`config.mk`:
```
export PLATFORM = sky130hd
export DESIGN_NAME = background_and_color_mask_unit
export DESIGN_NICKNAME = d
export VERILOG_FILES = /design/src/bcm_pkg.sv /design/src/background_and_color_mask_unit.sv /design/src/bcm_regs.sv /design/src/bcm_scan.sv /design/src/bcm_classify.sv
export VERILOG_INCLUDE_DIRS = /design/src /design/src/src
export SDC_FILE = /design/constraint.sdc
export NUM_CORES = 1
export LEC_CHECK = 0
export ABC_AREA = 1
export BUFFER_PORTS_ARGS = -buffer_cell sky130_fd_sc_hd__buf_2
export CORE_UTILIZATION = 55
export DETAILED_ROUTE_END_ITERATION = 7
export PLACE_DENSITY = 0.73
export RECOVER_POWER = 50
export SYNTH_ARGS = -nofsm -noshare
export SYNTH_HDL_FRONTEND = slang
export SYNTH_SLANG_ARGS = --single-unit
export TNS_END_PERCENT = 30
```
`constraint.sdc`:
```
create_clock -name clk -period 7.4 [get_ports clk]
set_input_delay 0.74 -clock clk [delete_from_list [all_inputs] [get_ports clk]]
set_output_delay 0.74 -clock clk [all_outputs]
set_load 0.02 [all_outputs]
```
`src/background_and_color_mask_unit_defines.svh`:
```
// ----------------------------------------------------------------------------
// Assertion macros for the background and color mask unit
// Implication checks on the unit's internal control, sampled on clk and
// disabled while arst_n is low.
// ----------------------------------------------------------------------------
`ifndef BACKGROUND_AND_COLOR_MASK_UNIT_DEFINES_SVH
`define BACKGROUND_AND_COLOR_MASK_UNIT_DEFINES_SVH
`ifndef NO_ASSERTIONS
// same-cycle implication
`define BCM_ASSERT_IMP(lbl, ante, cons) \
	lbl: assert property (@(posedge clk) disable iff (!arst_n) (ante) |-> (cons)) \
		else $error("bcm: same-cycle check failed");
// next-cycle implication
`define BCM_ASSERT_NXT(lbl, ante, cons) \
	lbl: assert property (@(posedge clk) disable iff (!arst_n) (ante) |=> (cons)) \
		else $error("bcm: next-cycle check failed");
`else
`define BCM_ASSERT_IMP(lbl, ante, cons)
`define BCM_ASSERT_NXT(lbl, ante, cons)
`endif
`endif

```
`src/bcm_pkg.sv`:
```
// ----------------------------------------------------------------------------
// bcm_pkg
// Shared types, codes and helpers of the background and color mask unit.
// ----------------------------------------------------------------------------
`default_nettype none

package bcm_pkg;

	typedef logic [7:0] chan_t;
	typedef chan_t [2:0] rgb_t;

	typedef struct packed {
		rgb_t       target;
		chan_t      margin;
		logic [6:0] percent;
	} cfg_t;

	typedef struct packed {
		logic en;
		logic frame_start;
	} scan_ctl_t;

	localparam logic KIND_SCAN     = 1'b0;
	localparam logic KIND_CLASSIFY = 1'b1;

	localparam logic [1:0] REG_TARGET  = 2'd0;
	localparam logic [1:0] REG_MARGIN  = 2'd1;
	localparam logic [1:0] REG_PERCENT = 2'd2;

	localparam logic [23:0] TARGET_RST  = 24'd0;
	localparam chan_t       MARGIN_RST  = 8'd20;
	localparam logic [6:0]  PERCENT_RST = 7'd30;
	localparam chan_t       CHAN_MAX    = 8'd255;

	function automatic chan_t absdiff(input chan_t a, input chan_t b);
		absdiff = (a > b) ? (a - b) : (b - a);
	endfunction

endpackage

`default_nettype wire

```
`src/background_and_color_mask_unit.sv`:
```
// ----------------------------------------------------------------------------
// background_and_color_mask_unit
// Color segmentation with background subtraction, one pixel word per clock unless stalled.
// ----------------------------------------------------------------------------
// Usage:
//  - Configure target color, band margin and match percent over the APB port
//    (offsets 0x0, 0x4, 0x8) while no word is in flight.
//  - Stream the frame once with tuser.kind = scan; frame_start on the first
//    scan word makes it compare against white in place of the kept closest
//    color. Scan words give no output word.
//  - Stream the frame again with kind = classify, pixel and background in
//    tdata; each classify word yields one mask word on the master side.
//  - A classify word passes through the input register and then the output
//    register to m_tvalid. One word is accepted every clock unless stalled;
//    the rate is set by the single input register and the output one behind it.
//  - When the receiver stalls, the mask word holds in the output register and
//    the input register takes one more word; further words wait on s_tready.
//    Scan words keep flowing unless a classify word is parked ahead of them.
//  - Reset clears both valid flags, sets the closest color to white and the
//    registers to target 0, margin 20, percent 30.
// ----------------------------------------------------------------------------
`default_nettype none

module background_and_color_mask_unit (
	input  wire logic        clk,
	input  wire logic        arst_n,
	input  wire logic        s_tvalid,
	output logic             s_tready,
	// pixel_c0, pixel_c1, pixel_c2, bg_c0, bg_c1, bg_c2
	input  wire logic [47:0] s_tdata,
	// kind, frame_start
	input  wire logic [1:0]  s_tuser,
	output logic             m_tvalid,
	input  wire logic        m_tready,
	// mask_white, zero fill
	output logic [7:0]       m_tdata,
	input  wire logic        psel,
	input  wire logic        penable,
	input  wire logic        pwrite,
	input  wire logic [3:0]  paddr,
	input  wire logic [31:0] pwdata,
	output logic      [31:0] prdata,
	output logic             pready
);
	import bcm_pkg::*;

	`include "background_and_color_mask_unit_defines.svh"

	cfg_t      cfg;
	scan_ctl_t scan_ctl;
	rgb_t      closest;
	logic      v_s1;
	logic      kind_s1;
	logic      fs_s1;
	rgb_t      px_s1;
	rgb_t      bg_s1;
	logic      s1_go;
	logic      out_load;
	logic      mask;
	logic      out_v_q;
	logic      mask_q;

	bcm_regs u_regs (
		.clk     (clk),
		.arst_n  (arst_n),
		.psel    (psel),
		.penable (penable),
		.pwrite  (pwrite),
		.paddr   (paddr),
		.pwdata  (pwdata),
		.prdata  (prdata),
		.pready  (pready),
		.cfg     (cfg)
	);

	// advance when a scan word, or when the output register is free
	assign s1_go    = v_s1 && ((kind_s1 == KIND_SCAN) || !out_v_q || m_tready);
	assign s_tready = !v_s1 || s1_go;
	assign out_load = s1_go && (kind_s1 == KIND_CLASSIFY);

	always_ff @(posedge clk or negedge arst_n) begin
		if (!arst_n) begin
			v_s1 <= 1'b0;
		end else if (s_tvalid && s_tready) begin
			v_s1 <= 1'b1;
		end else if (s1_go) begin
			v_s1 <= 1'b0;
		end
	end

	always_ff @(posedge clk) begin
		if (s_tvalid && s_tready) begin
			kind_s1 <= s_tuser[0];
			fs_s1   <= s_tuser[1];
			px_s1   <= s_tdata[23:0];
			bg_s1   <= s_tdata[47:24];
		end
	end

	assign scan_ctl.en          = s1_go && (kind_s1 == KIND_SCAN);
	assign scan_ctl.frame_start = fs_s1;

	bcm_scan u_scan (
		.clk     (clk),
		.arst_n  (arst_n),
		.ctl     (scan_ctl),
		.px      (px_s1),
		.target  (cfg.target),
		.closest (closest)
	);

	bcm_classify u_classify (
		.px         (px_s1),
		.bg         (bg_s1),
		.closest    (closest),
		.cfg        (cfg),
		.mask_white (mask)
	);

	always_ff @(posedge clk or negedge arst_n) begin
		if (!arst_n) begin
			out_v_q <= 1'b0;
		end else if (out_load) begin
			out_v_q <= 1'b1;
		end else if (m_tready) begin
			out_v_q <= 1'b0;
		end
	end

	always_ff @(posedge clk) begin
		if (out_load) begin
			mask_q <= mask;
		end
	end

	assign m_tvalid = out_v_q;
	assign m_tdata  = {7'd0, mask_q};

	`BCM_ASSERT_IMP(a_stall_cause, !s_tready, v_s1 && kind_s1 && out_v_q && !m_tready)
	`BCM_ASSERT_IMP(a_out_from_classify, $rose(out_v_q), $past(out_load))
	`BCM_ASSERT_NXT(a_closest_hold, !scan_ctl.en, $stable(closest))
	`BCM_ASSERT_NXT(a_frame_restart, scan_ctl.en && fs_s1, (closest == {3{CHAN_MAX}}) || (closest == $past(px_s1)))

endmodule

`default_nettype wire

```
`src/bcm_regs.sv`:
```
// ----------------------------------------------------------------------------
// bcm_regs
// Configuration register file behind the APB-style port.
// ----------------------------------------------------------------------------
`default_nettype none

module bcm_regs (
	input  wire logic         clk,
	input  wire logic         arst_n,
	input  wire logic         psel,
	input  wire logic         penable,
	input  wire logic         pwrite,
	input  wire logic [3:0]   paddr,
	input  wire logic [31:0]  pwdata,
	output logic      [31:0]  prdata,
	output logic              pready,
	output bcm_pkg::cfg_t     cfg
);
	import bcm_pkg::*;

	logic [1:0] idx;
	logic       wr;
	rgb_t       target_q;
	chan_t      margin_q;
	logic [6:0] percent_q;

	assign idx    = paddr[3:2];
	assign pready = 1'b1;
	assign wr     = psel & penable & pwrite & pready;

	always_ff @(posedge clk or negedge arst_n) begin
		if (!arst_n) begin
			target_q  <= TARGET_RST;
			margin_q  <= MARGIN_RST;
			percent_q <= PERCENT_RST;
		end else if (wr) begin
			unique case (idx)
				REG_TARGET:  target_q  <= pwdata[23:0];
				REG_MARGIN:  margin_q  <= pwdata[7:0];
				REG_PERCENT: percent_q <= pwdata[6:0];
				default: ;
			endcase
		end
	end

	always_comb begin
		unique case (idx)
			REG_TARGET:  prdata = {8'd0, target_q};
			REG_MARGIN:  prdata = {24'd0, margin_q};
			REG_PERCENT: prdata = {25'd0, percent_q};
			default:     prdata = 32'd0;
		endcase
	end

	assign cfg.target  = target_q;
	assign cfg.margin  = margin_q;
	assign cfg.percent = percent_q;

endmodule

`default_nettype wire

```
`src/bcm_scan.sv`:
```
// ----------------------------------------------------------------------------
// bcm_scan
// Keeps the color closest to the target, updated by scan words.
// ----------------------------------------------------------------------------
`default_nettype none

module bcm_scan (
	input  wire logic              clk,
	input  wire logic              arst_n,
	input  wire bcm_pkg::scan_ctl_t ctl,
	input  wire bcm_pkg::rgb_t     px,
	input  wire bcm_pkg::rgb_t     target,
	output bcm_pkg::rgb_t          closest
);
	import bcm_pkg::*;

	rgb_t       closest_q;
	rgb_t       kept;
	logic [2:0] nearer;

	always_comb begin
		for (int k = 0; k < 3; k++) begin
			// frame start compares against white
			kept[k]   = ctl.frame_start ? CHAN_MAX : closest_q[k];
			nearer[k] = absdiff(target[k], px[k]) < absdiff(kept[k], target[k]);
		end
	end

	always_ff @(posedge clk or negedge arst_n) begin
		if (!arst_n) begin
			closest_q <= {3{CHAN_MAX}};
		end else if (ctl.en) begin
			closest_q <= (&nearer) ? px : kept;
		end
	end

	assign closest = closest_q;

endmodule

`default_nettype wire

```
`src/bcm_classify.sv`:
```
// ----------------------------------------------------------------------------
// bcm_classify
// Background band test and closest-color match for one classify word.
// ----------------------------------------------------------------------------
`default_nettype none

module bcm_classify (
	input  wire bcm_pkg::rgb_t  px,
	input  wire bcm_pkg::rgb_t  bg,
	input  wire bcm_pkg::rgb_t  closest,
	input  wire bcm_pkg::cfg_t  cfg,
	output logic                mask_white
);
	import bcm_pkg::*;

	logic [8:0]  hi_sum [3];
	chan_t       hi     [3];
	chan_t       lo     [3];
	logic [8:0]  d_inc  [3];
	logic [15:0] need   [3];
	logic [14:0] prod   [3];
	logic [2:0]  in_band;
	logic [2:0]  match;

	always_comb begin
		for (int k = 0; k < 3; k++) begin
			hi_sum[k] = {1'b0, bg[k]} + {1'b0, cfg.margin};
			hi[k]     = hi_sum[k][8] ? CHAN_MAX : hi_sum[k][7:0];
			lo[k]     = (bg[k] >= cfg.margin) ? (bg[k] - cfg.margin) : 8'd0;
			in_band[k] = (px[k] < hi[k]) && (px[k] > lo[k]);
			// d < floor(c*p/100)  <=>  100*(d+1) <= c*p
			d_inc[k] = {1'b0, absdiff(closest[k], px[k])} + 9'd1;
			need[k]  = ({7'd0, d_inc[k]} << 6) + ({7'd0, d_inc[k]} << 5)
				+ ({7'd0, d_inc[k]} << 2);
			prod[k]  = {7'd0, closest[k]} * {8'd0, cfg.percent};
			match[k] = need[k] <= {1'b0, prod[k]};
		end
	end

	assign mask_white = !(&in_band) && (&match);

endmodule

`default_nettype wire

```
# Word level (Yosys, flattened, before mapping)
# Cells that the tools add are included.
# Widths: inputs -> output; s select.
[word_totals] register_bits=116 input_bits=93 output_inout_bits=43 elab_cells=131
[op_classes] add_sub_neg=33 n_mul=3 magnitude_cmp=24 n_eq_ne=2 mux=24 n_bitwise=3 n_reduce_logical=23
[ops] op="$sub 8x8->8" count=21
[ops] op="$mux 8" count=18
[ops] op="$gt 8x8->1" count=12
[ops] op="$pmux 24 s3" count=1
[ops] op="$add 15x14->16" count=3
[ops] op="$add 16x11->16" count=3
[ops] op="$le 16x15->1" count=3
[ops] op="$lt 8x8->1" count=6
[ops] op="$mul 8x7->15" count=3
[ops] op="$add 8x1->9 const B" count=3
[ops] op="$add 8x8->9" count=3
[ops] op="$ge 8x8->1" count=3
[ops] op="$mux 24" count=1
[ops] op="$reduce_and 3->1" count=3
[ops] op="$logic_and 1x1->1" count=8
[ops] op="$reduce_and 2->1" count=3
[ops] op="$mux 1" count=4
[ops] op="$reduce_bool 2->1" count=2
[ops] op="$logic_not 1->1" count=3
[ops] op="$logic_or 1x1->1" count=3
[ops] op="$and 1x1->1" count=2
[ops] op="$eq 2x1->1 const B" count=1
[ops] op="$eq 2x2->1 const B" count=1
[ops] op="$logic_not 2->1" count=1
[ops] op="$not 1->1" count=1

# Longest topological paths before layout
# Gate-level depths: netlist of run 1.
[logic_depth] depth_word=8 mapped_depth=41 mapped_depth_nobuf=39

# Modules after synthesis
# From an unflattened synthesis of run 1, not the netlist that was laid out.
[hier_totals] cells_unflattened=3398 area_unflattened_um2=23695.2
[modules_own_cells] module="bcm_classify" instances=1 cells_per_inst=2088 area_per_inst_um2=13885.8 seq_area_each_um2=0.0
[modules_own_cells] module="bcm_scan" instances=1 cells_per_inst=983 area_per_inst_um2=6209.7 seq_area_each_um2=630.6
[modules_own_cells] module="bcm_regs" instances=1 cells_per_inst=253 area_per_inst_um2=1899.3 seq_area_each_um2=983.4
[modules_own_cells] module="background_and_color_mask_unit" instances=1 cells_per_inst=74 area_per_inst_um2=1700.4 seq_area_each_um2=1581.5

# Worst setup path before layout of run 1
# Ideal clock, no wire load.
[synth_timing] kind="flip-flop to flip-flop" start="register u_scan.closest_q (netlist bit u_scan.closest[0])" end="register mask_q, data pin" arrival_ns=5.331 path_slack_ns=1.818 stages_incl_launch_ff=39 path_buffers=1 period_less_slack_ns=5.582 path_cell_list="dfstp_2 > clkbuf_1 > inv_1 > ha_1 > fa_1 > inv_1 > nand2_1 > nand2_1 > nand2_1 > nand2_2 > nand2_4 > nand2_1 > nand2_1 > inv_1 > ha_1 > nand3_2 > nor2_4 > nand3_1 > [3 not listed] > fa_1 > ha_1 > nand3_1 > nand2_1 > a21oi_1 > o21ai_0 > nand2_1 > nand2_1 > a21oi_1 > xnor2_1 > ha_1 > nand4_1 > nor2_1 > nand3_1 > nand3_1 > nand2_1 > nand3_1 > nor2_1"
[synth_between] elab_chain_len=8
[synth_rtl] element="start: declaration" line_no="bcm_scan.sv:17" source="rgb_t closest_q;"
[synth_rtl] element="start signal: assignment" line_no="bcm_scan.sv:31" source="closest_q <= {3{CHAN_MAX}};"
[synth_rtl] element="start signal: assignment" line_no="bcm_scan.sv:33" source="closest_q <= (&nearer) ? px : kept;"
[synth_rtl] element="$sub 8x8->8 / $gt 8x8->1 (equally long branches)" line_no="bcm_pkg.sv:36" source="absdiff = (a > b) ? (a - b) : (b - a);"
[synth_rtl] element="$mux 8" line_no="bcm_pkg.sv:36"
[synth_rtl] element="$add 8x1->9" line_no="bcm_classify.sv:32" source="d_inc[k] = {1'b0, absdiff(closest[k], px[k])} + 9'd1;"
[synth_rtl] element="$add 15x14->16" line_no="bcm_classify.sv:33" source="need[k] = ({7'd0, d_inc[k]} << 6) + ({7'd0, d_inc[k]} << 5)"
[synth_rtl] element="$add 16x11->16" line_no="bcm_classify.sv:34" source="+ ({7'd0, d_inc[k]} << 2);"
[synth_rtl] element="$le 16x15->1 *" line_no="bcm_classify.sv:36" source="match[k] = need[k] <= {1'b0, prod[k]};"
[synth_rtl] element="$reduce_and 3->1 *" line_no="bcm_classify.sv:40" source="assign mask_white = !(&in_band) && (&match);"
[synth_rtl] element="$logic_and 1x1->1 *" line_no="bcm_classify.sv:40"
[synth_rtl] element="via mask" line_no="background_and_color_mask_unit.sv:59" source="logic mask;"
[synth_rtl] element="end signal: assignment" line_no="background_and_color_mask_unit.sv:132" source="mask_q <= mask;"
[synth_rtl] element="end: declaration" line_no="background_and_color_mask_unit.sv:61" source="logic mask_q;"
# Mark *: on every way through the listed nets, which the timed path passes. The rest lies on a longest branch.
# A chain may end at the register's enable or synchronous reset.

# Worst setup path in the final report of run 1
[layout_timing] start="register u_regs.percent_q[5]" end="register mask_q, data pin"
[layout_between] elab_chain_len=4
[layout_rtl] element="start: declaration" line_no="bcm_regs.sv:25" source="logic [6:0] percent_q;"
[layout_rtl] element="start signal: assignment" line_no="bcm_regs.sv:40" source="REG_PERCENT: percent_q <= pwdata[6:0];"
[layout_rtl] element="$mul 8x7->15" line_no="bcm_classify.sv:35" source="prod[k] = {7'd0, closest[k]} * {8'd0, cfg.percent};"
[layout_rtl] element="$le 16x15->1" line_no="bcm_classify.sv:36"
[layout_rtl] element="$reduce_and 3->1 *" line_no="bcm_classify.sv:40"
[layout_rtl] element="$logic_and 1x1->1 *" line_no="bcm_classify.sv:40"
[layout_rtl] element="via mask" line_no="background_and_color_mask_unit.sv:59"
# Marked as above.

==> results.md, run 1 <==
* Status: finished, violations left
* Failing checks: max-capacitance violations, max-slew violations
* H-Tree Depth at 4
* Die H at just over 200 um
* Cell taking the most area after synthesis: ha_1
* Hold_buf cts at 0
* Die Area at around 0.043 sq mm
* Initial antenna violation count at 0
* Share of cells above drive strength 1 at 8.59%
* DP Worst Slack at 1.14 ns
* Mapped Cells at about 3100
* Initial DRC count at 1216
* Max Slew Vio Count at 115
* First-pass GRT wire length at 99000 um
* Startpoint types: flip-flop
* Antenna diodes at 0
* Input/output buffers at between 100 and 150
* Final setup viols at 0
* Cell Area, Synth at around 0.023 sq mm
* DR vias/cell at between 5 and 6
* Die X-Extent at 207 um
* Largest net degree at the start of global routing at 66
* Residual DRC at 0
* CTS Sinks at 116
* Vias in the first global route at a little under 20000
* Critical path arrival at about 6.5 ns
* Worst setup path category: flip-flop to flip-flop
* Post-route worst setup slack at 1.11 ns
* Total GRT Usage at 29.2%
* Yosys warning total at 0
* Sequential area share after synthesis at between 10% and 20%
* RSZ-0062 raised after global routing: no
* CP endpoint kind: flip-flop
* Most common cell after layout, fill and taps aside: nand2_1
* Resized Gates After CTS at 0
* Final Hold Viols at 0
* Layout Nets at about 3900
* Seq cells post-synth at between 100 and 150
* WP data required at 7.58 ns
* Setup repair bufs after CTS at 0
* TritonCTS clock tree: built
* Fill cell count at just under 4000
* Maximum clock path buffer count at 2
* IO Pins at 136
* TritonCTS buffer count at 17
* Clock Tree Root: clkbuf_16
* Final period util at 85.0%
* Syn avg cell area at around 7.3 sq um
* TNS Setup at 0 ns
* Area growth syn-to-layout at 6.28%
* Worst clock skew at roughly 0.011 ns
* Most frequent cells in the layout: 658 x nand2_1, 560 x inv_1, 439 x ha_1
* First-pass DRT Iterations at 6
* Overflow after GRT at 0
* Synth unique cells at 58
* Wirelength per Cell at ~16 um
* Clk_lat worst skew at 0.44 ns
* Max Fanout on Critical Path at 26
* Post-detail-place hpwl at 51200 um
* Top cells by area, synth: ha_1 24%, nand2_1 11%, fa_1 11%, inv_1 9.1%, edfxtp_1 6.6%
* Least-Margin Pin Slew at a little under 4 ns
* Final GP Congestion at 0.975
* Worst-path clk slew at approximately 0.06 ns
* Final Routed Wirelength at ~60000 um
* Post-route ant nets at 0
* Starting Density at a little under three fifths
* Post-synth top flop: edfxtp_1
* Placeable Area at around 0.04 sq mm
* Ys async rst share at 56.0%
* Fmax at between 150 and 200 MHz
* Share of the synthesized area in the top cell type at 23.8%
* Tmin final at around 6.3 ns
* Max-Cap Viols at 2
* Post-synth EDFFs at 51
* Routed via count at between 20000 and 25000
* Relative slew slack at -157%
* Num rows at 74
* Worst Hold Class: primary input to flip-flop
==> synthesized netlist by cell type, drive strengths merged, types with 2 or more instances <==
| master | number |
|---|---|
| a21o | 14 |
| a21oi | 270 |
| a31o | 2 |
| a31oi | 5 |
| and3 | 2 |
| buf | 35 |
| clkbuf | 69 |
| clkinv | 2 |
| conb | 2 |
| dfrtp | 35 |
| dfstp | 30 |
| edfxtp | 51 |
| fa | 122 |
| ha | 439 |
| inv | 569 |
| mux2 | 24 |
| mux2i | 10 |
| nand2 | 685 |
| nand3 | 93 |
| nand3b | 9 |
| nand4 | 44 |
| nor2 | 183 |
| nor3 | 19 |
| o2111ai | 8 |
| o211ai | 26 |
| o21a | 4 |
| o21ai | 169 |
| o21bai | 12 |
| o221ai | 31 |
| o311ai | 2 |
| o31ai | 3 |
| or2 | 14 |
| xnor2 | 40 |
| xor2 | 118 |
==> per-layer routing <==
layer  wire, um  vias up  track usage [%]
met5          0        -                0
met3       3150       78             2.95
met2      27600      571             47.8
met1      28800     9664             40.8
li1           -    10300                -
met4       1480        0             8.39
==> registers in the layout, indices dropped and copies added, names as in the netlist, 7 cells and up <==
register / cells
u_scan.closest: 24
u_regs.cfg: 24
bg_s1: 24
u_regs.margin_q: 8
u_regs.percent_q: 7
px_s1: 24
==> final timing paths <==
| check | cells past startpoint | from | slack [ns] | end |
|---|---|---|---|---|
| worst max-delay path | 24 | u_regs.percent_q[5] | 1.11 | mask_q |
| worst min-delay path | 1 | s_tdata[37] | 0.47 | bg_s1[13] |
| worst max register to register | 24 | u_regs.percent_q[5] | 1.11 | mask_q |
| worst min register to register | 2 | u_regs.cfg[21] | 0.56 | u_regs.cfg[21] |
| max in group asynchronous | 2 | arst_n | 3.49 | v_s1 |
| min in group asynchronous | 2 | arst_n | 1.74 | u_regs.cfg[38] |
==> worst max-delay path, cell delays in order, from the launching register on <==
cell,delay [ns]
dfrtp_1,1.10
nand2_1,0.18
fa_1,0.55
fa_1,0.55
inv_1,0.06
fa_1,0.52
inv_1,0.05
fa_1,0.52
inv_1,0.04
ha_1,0.35
a21oi_1,0.19
o21ai_0,0.10
a21oi_1,0.22
o21ai_0,0.19
a21oi_1,0.17
o21bai_1,0.09
xor2_1,0.15
ha_1,0.29
nand2_1,0.05
nor2_1,0.17
nand3_1,0.10
nand3_1,0.08
nand2_1,0.05
nand3_1,0.16
nor2_1,0.08
==> final cells by class <==
| cell class | instances | area (sq um) | area share (%) |
|---|---|---|---|
| multi-input cells | 2371 | 17300 | 70.6 |
| flip-flops and latches | 116 | 3200 | 13.0 |
| inverters | 571 | 2150 | 8.74 |
| well taps | 532 | 666 | 2.71 |
| repair buffers | 122 | 633 | 2.58 |
| clock buffers | 18 | 429 | 1.75 |
| clock inverters | 14 | 154 | 0.627 |
==> cells by family after synthesis <==
kind of cell,Yosys count,synth area share (%)
muxes,34,1.60
other,2,0.0325
adders and majority gates,561,34.4
and+or+nand+nor,1052,19.3
AOI/OAI and AO/OA,550,13.4
buffers and inverters,675,11.4
DFF,116,13.8
xor gates and xnor gates,158,5.99
==> per-stage QoR <==
step	utilization [%]	instances	cell area, sq um	hold WS, ns
floorplan	-	3162	23100	0.444
global placement	58.3	3712	24000	0.527
detailed placement	58.3	3712	24000	0.539
CTS	59.7	3744	24600	0.443
global route	59.7	3744	24500	0.455
finish	59.7	3744	24500	0.466
Power of run 1 is left out: the tool's default activity adds up to more than one toggle a clock period on the data nets, which glitch-free logic cannot reach.
==> run 2: changes to the inputs <==
--- a/config.mk
+++ b/config.mk
@@ -11,7 +11,6 @@
 export CORE_UTILIZATION = 55
 export DETAILED_ROUTE_END_ITERATION = 7
 export PLACE_DENSITY = 0.73
-export RECOVER_POWER = 50
 export SYNTH_ARGS = -nofsm -noshare
 export SYNTH_HDL_FRONTEND = slang
 export SYNTH_SLANG_ARGS = --single-unit
==> run 2 against run 1 <==
  * The run now ends clean
  * Via count is 0.35% higher
  * Worst setup slack better by 0.0052 ns
  * Largest cell class unchanged
  * Cell count is the same
  * Design area hardly changed
  * Clock-buffer cell count unchanged
  * Register-to-register slack is essentially flat
  * Critical path type unchanged
  * First-iteration DRC count fell by 5.2%
  * Global-route usage unchanged
==> results.md, run 2 (same netlist as run 1, synthesis figures left out) <==
* Status: finished, final reports clean
* Initial antenna violation count at 0
* Die Area at 0.0428 sq mm
* Max stage delay on crit path at about 1.1 ns
* Placeable Area at 0.0411 sq mm
* Share of cells above drive strength 1 at 8.75%
* Final setup viols at 0
* Largest net degree at the start of global routing at between 60 and 70
* Most frequent cells in the layout: 658 x nand2_1, 559 x inv_1, 439 x ha_1
* Post-route ant nets at 0
* Residual DRC at 0
* Worst-path clk slew at about 0.07 ns
* H-Tree Depth at 4
* Fill cell count at between 3000 and 4000
* CP endpoint kind: flip-flop
* Starting Density at 56.2%
* Most common cell after layout, fill and taps aside: nand2_1
* Resized Gates After CTS at 0
* Area growth syn-to-layout at 6.32%
* Post-detail-place hpwl at around 50000 um
* Total GRT Usage at 29.2%
* Fin cells at 3744
* TNS Setup at 0 ns
* Max Fanout on Critical Path at 26
* Least-Margin Pin Slew at around 1.2 ns
* Die H at 207 um
* Num rows at between 70 and 80
* DR vias/cell at 5.51
* Buf/Inv on CP at 3
* Final Routed Wirelength at just over 60000 um
* WL met2 at approximately 28000 um
* Max Slew Vio Count at 0
* CP Cell Sequence: nand2_1 -> fa_1 -> fa_1 -> inv_1 -> fa_1 -> inv_1 -> fa_1 -> inv_1 -> ha_1 -> a21oi_1 -> o21ai_0 -> a21oi_1 -> o21ai_0 -> a21oi_1 -> o21bai_1 -> xor2_1 -> ha_1 -> nand2_1 -> nor2_1 -> nand3_1 -> nand3_1 -> nand2_1 -> nand3_1 -> nor2_1
* Clock Tree Root: clkbuf_16
* Initial DRC count at between 1000 and 1500
* Input/output buffers at 109
* Startpoint types: flip-flop
* Worst clock skew at between 0.009 and 0.01 ns
* Routed via count at 20600
* Wl on met1 at between 20000 and 30000 um
* CTS Sinks at approximately 120
* Clk_lat worst skew at ~0.44 ns
* WP data required at approximately 7.6 ns
* Vias in the first global route at between 15000 and 20000
* Fmax at roughly 160 MHz
* IO Pins at roughly 140
* RSZ-0062 raised after global routing: no
* CP top delay family: adder cells
* Tmin final at around 6.3 ns
* Layout Nets at 3853
* Slowest CP cell: dfrtp_1
* Final period util at 85.0%
* Max-Cap Viols at 0
* Routed wl met3 at about 3300 um
* Maximum clock path buffer count at 2
* Critical path arrival at 6.47 ns
* DR top layer: met4
* Hold_buf cts at 0
* Relative slew slack at between 20% and 30%
* Worst setup path category: flip-flop to flip-flop
* Placed insts at around 3700
* Worst Hold Class: primary input to flip-flop
* TritonCTS clock tree: built
* Final Hold Viols at 0
* TritonCTS buffer count at 17
* First-pass GRT wire length at a little under 100000 um
* Overflow after GRT at 0
* Antenna diodes at 0
* Critical Path Most Common Cell: fa_1
* Die X-Extent at approximately 210 um
* Wirelength per Cell at about 16 um
* Final GP Congestion at around 1
* Setup repair bufs after CTS at 0
* First-pass DRT Iterations at 6
==> run 2: cell type report <==
type	count	area, sq um	share of cell area, %
clock buffer	18	429	1.75
tap	532	666	2.71
sequential	116	3200	13.0
clock inverter	14	154	0.627
inverter	571	2150	8.74
timing repair buffer	122	643	2.62
multi-input combinational	2371	17300	70.5
==> run 2: path summary, 6_finish.rpt <==
kind,startpoint,end,slack (ns),cells past startpoint
max,u_regs.percent_q[5],mask_q,1.11,24
min,s_tdata[0],px_s1[0],0.47,1
max reg2reg,u_regs.percent_q[5],mask_q,1.11,24
min reg2reg,u_regs.cfg[21],u_regs.cfg[21],0.56,2
max in group asynchronous,arst_n,v_s1,6.29,2
min in group asynchronous,arst_n,u_regs.cfg[38],0.51,2
==> run 2: stage by stage <==
stage	cell area, sq um	utilization [%]	setup slack (ns)	hold slack, ns
after floorplan	23100	-	1.82	0.444
after global placement	24000	58.3	1.23	0.527
after detailed placement	24000	58.3	1.14	0.539
after CTS	24600	59.7	1.12	0.443
after global routing	24600	59.7	0.515	0.455
final	24600	59.7	1.11	0.466
==> run 2: routing by layer <==
layer | global-route usage, % | up-vias
met5 | 0 | -
met4 | 8.39 | 0
met3 | 2.95 | 80
met2 | 47.8 | 583
met1 | 40.8 | 9717
li1 | - | 10300
Power of run 2 is left out for the same reason.
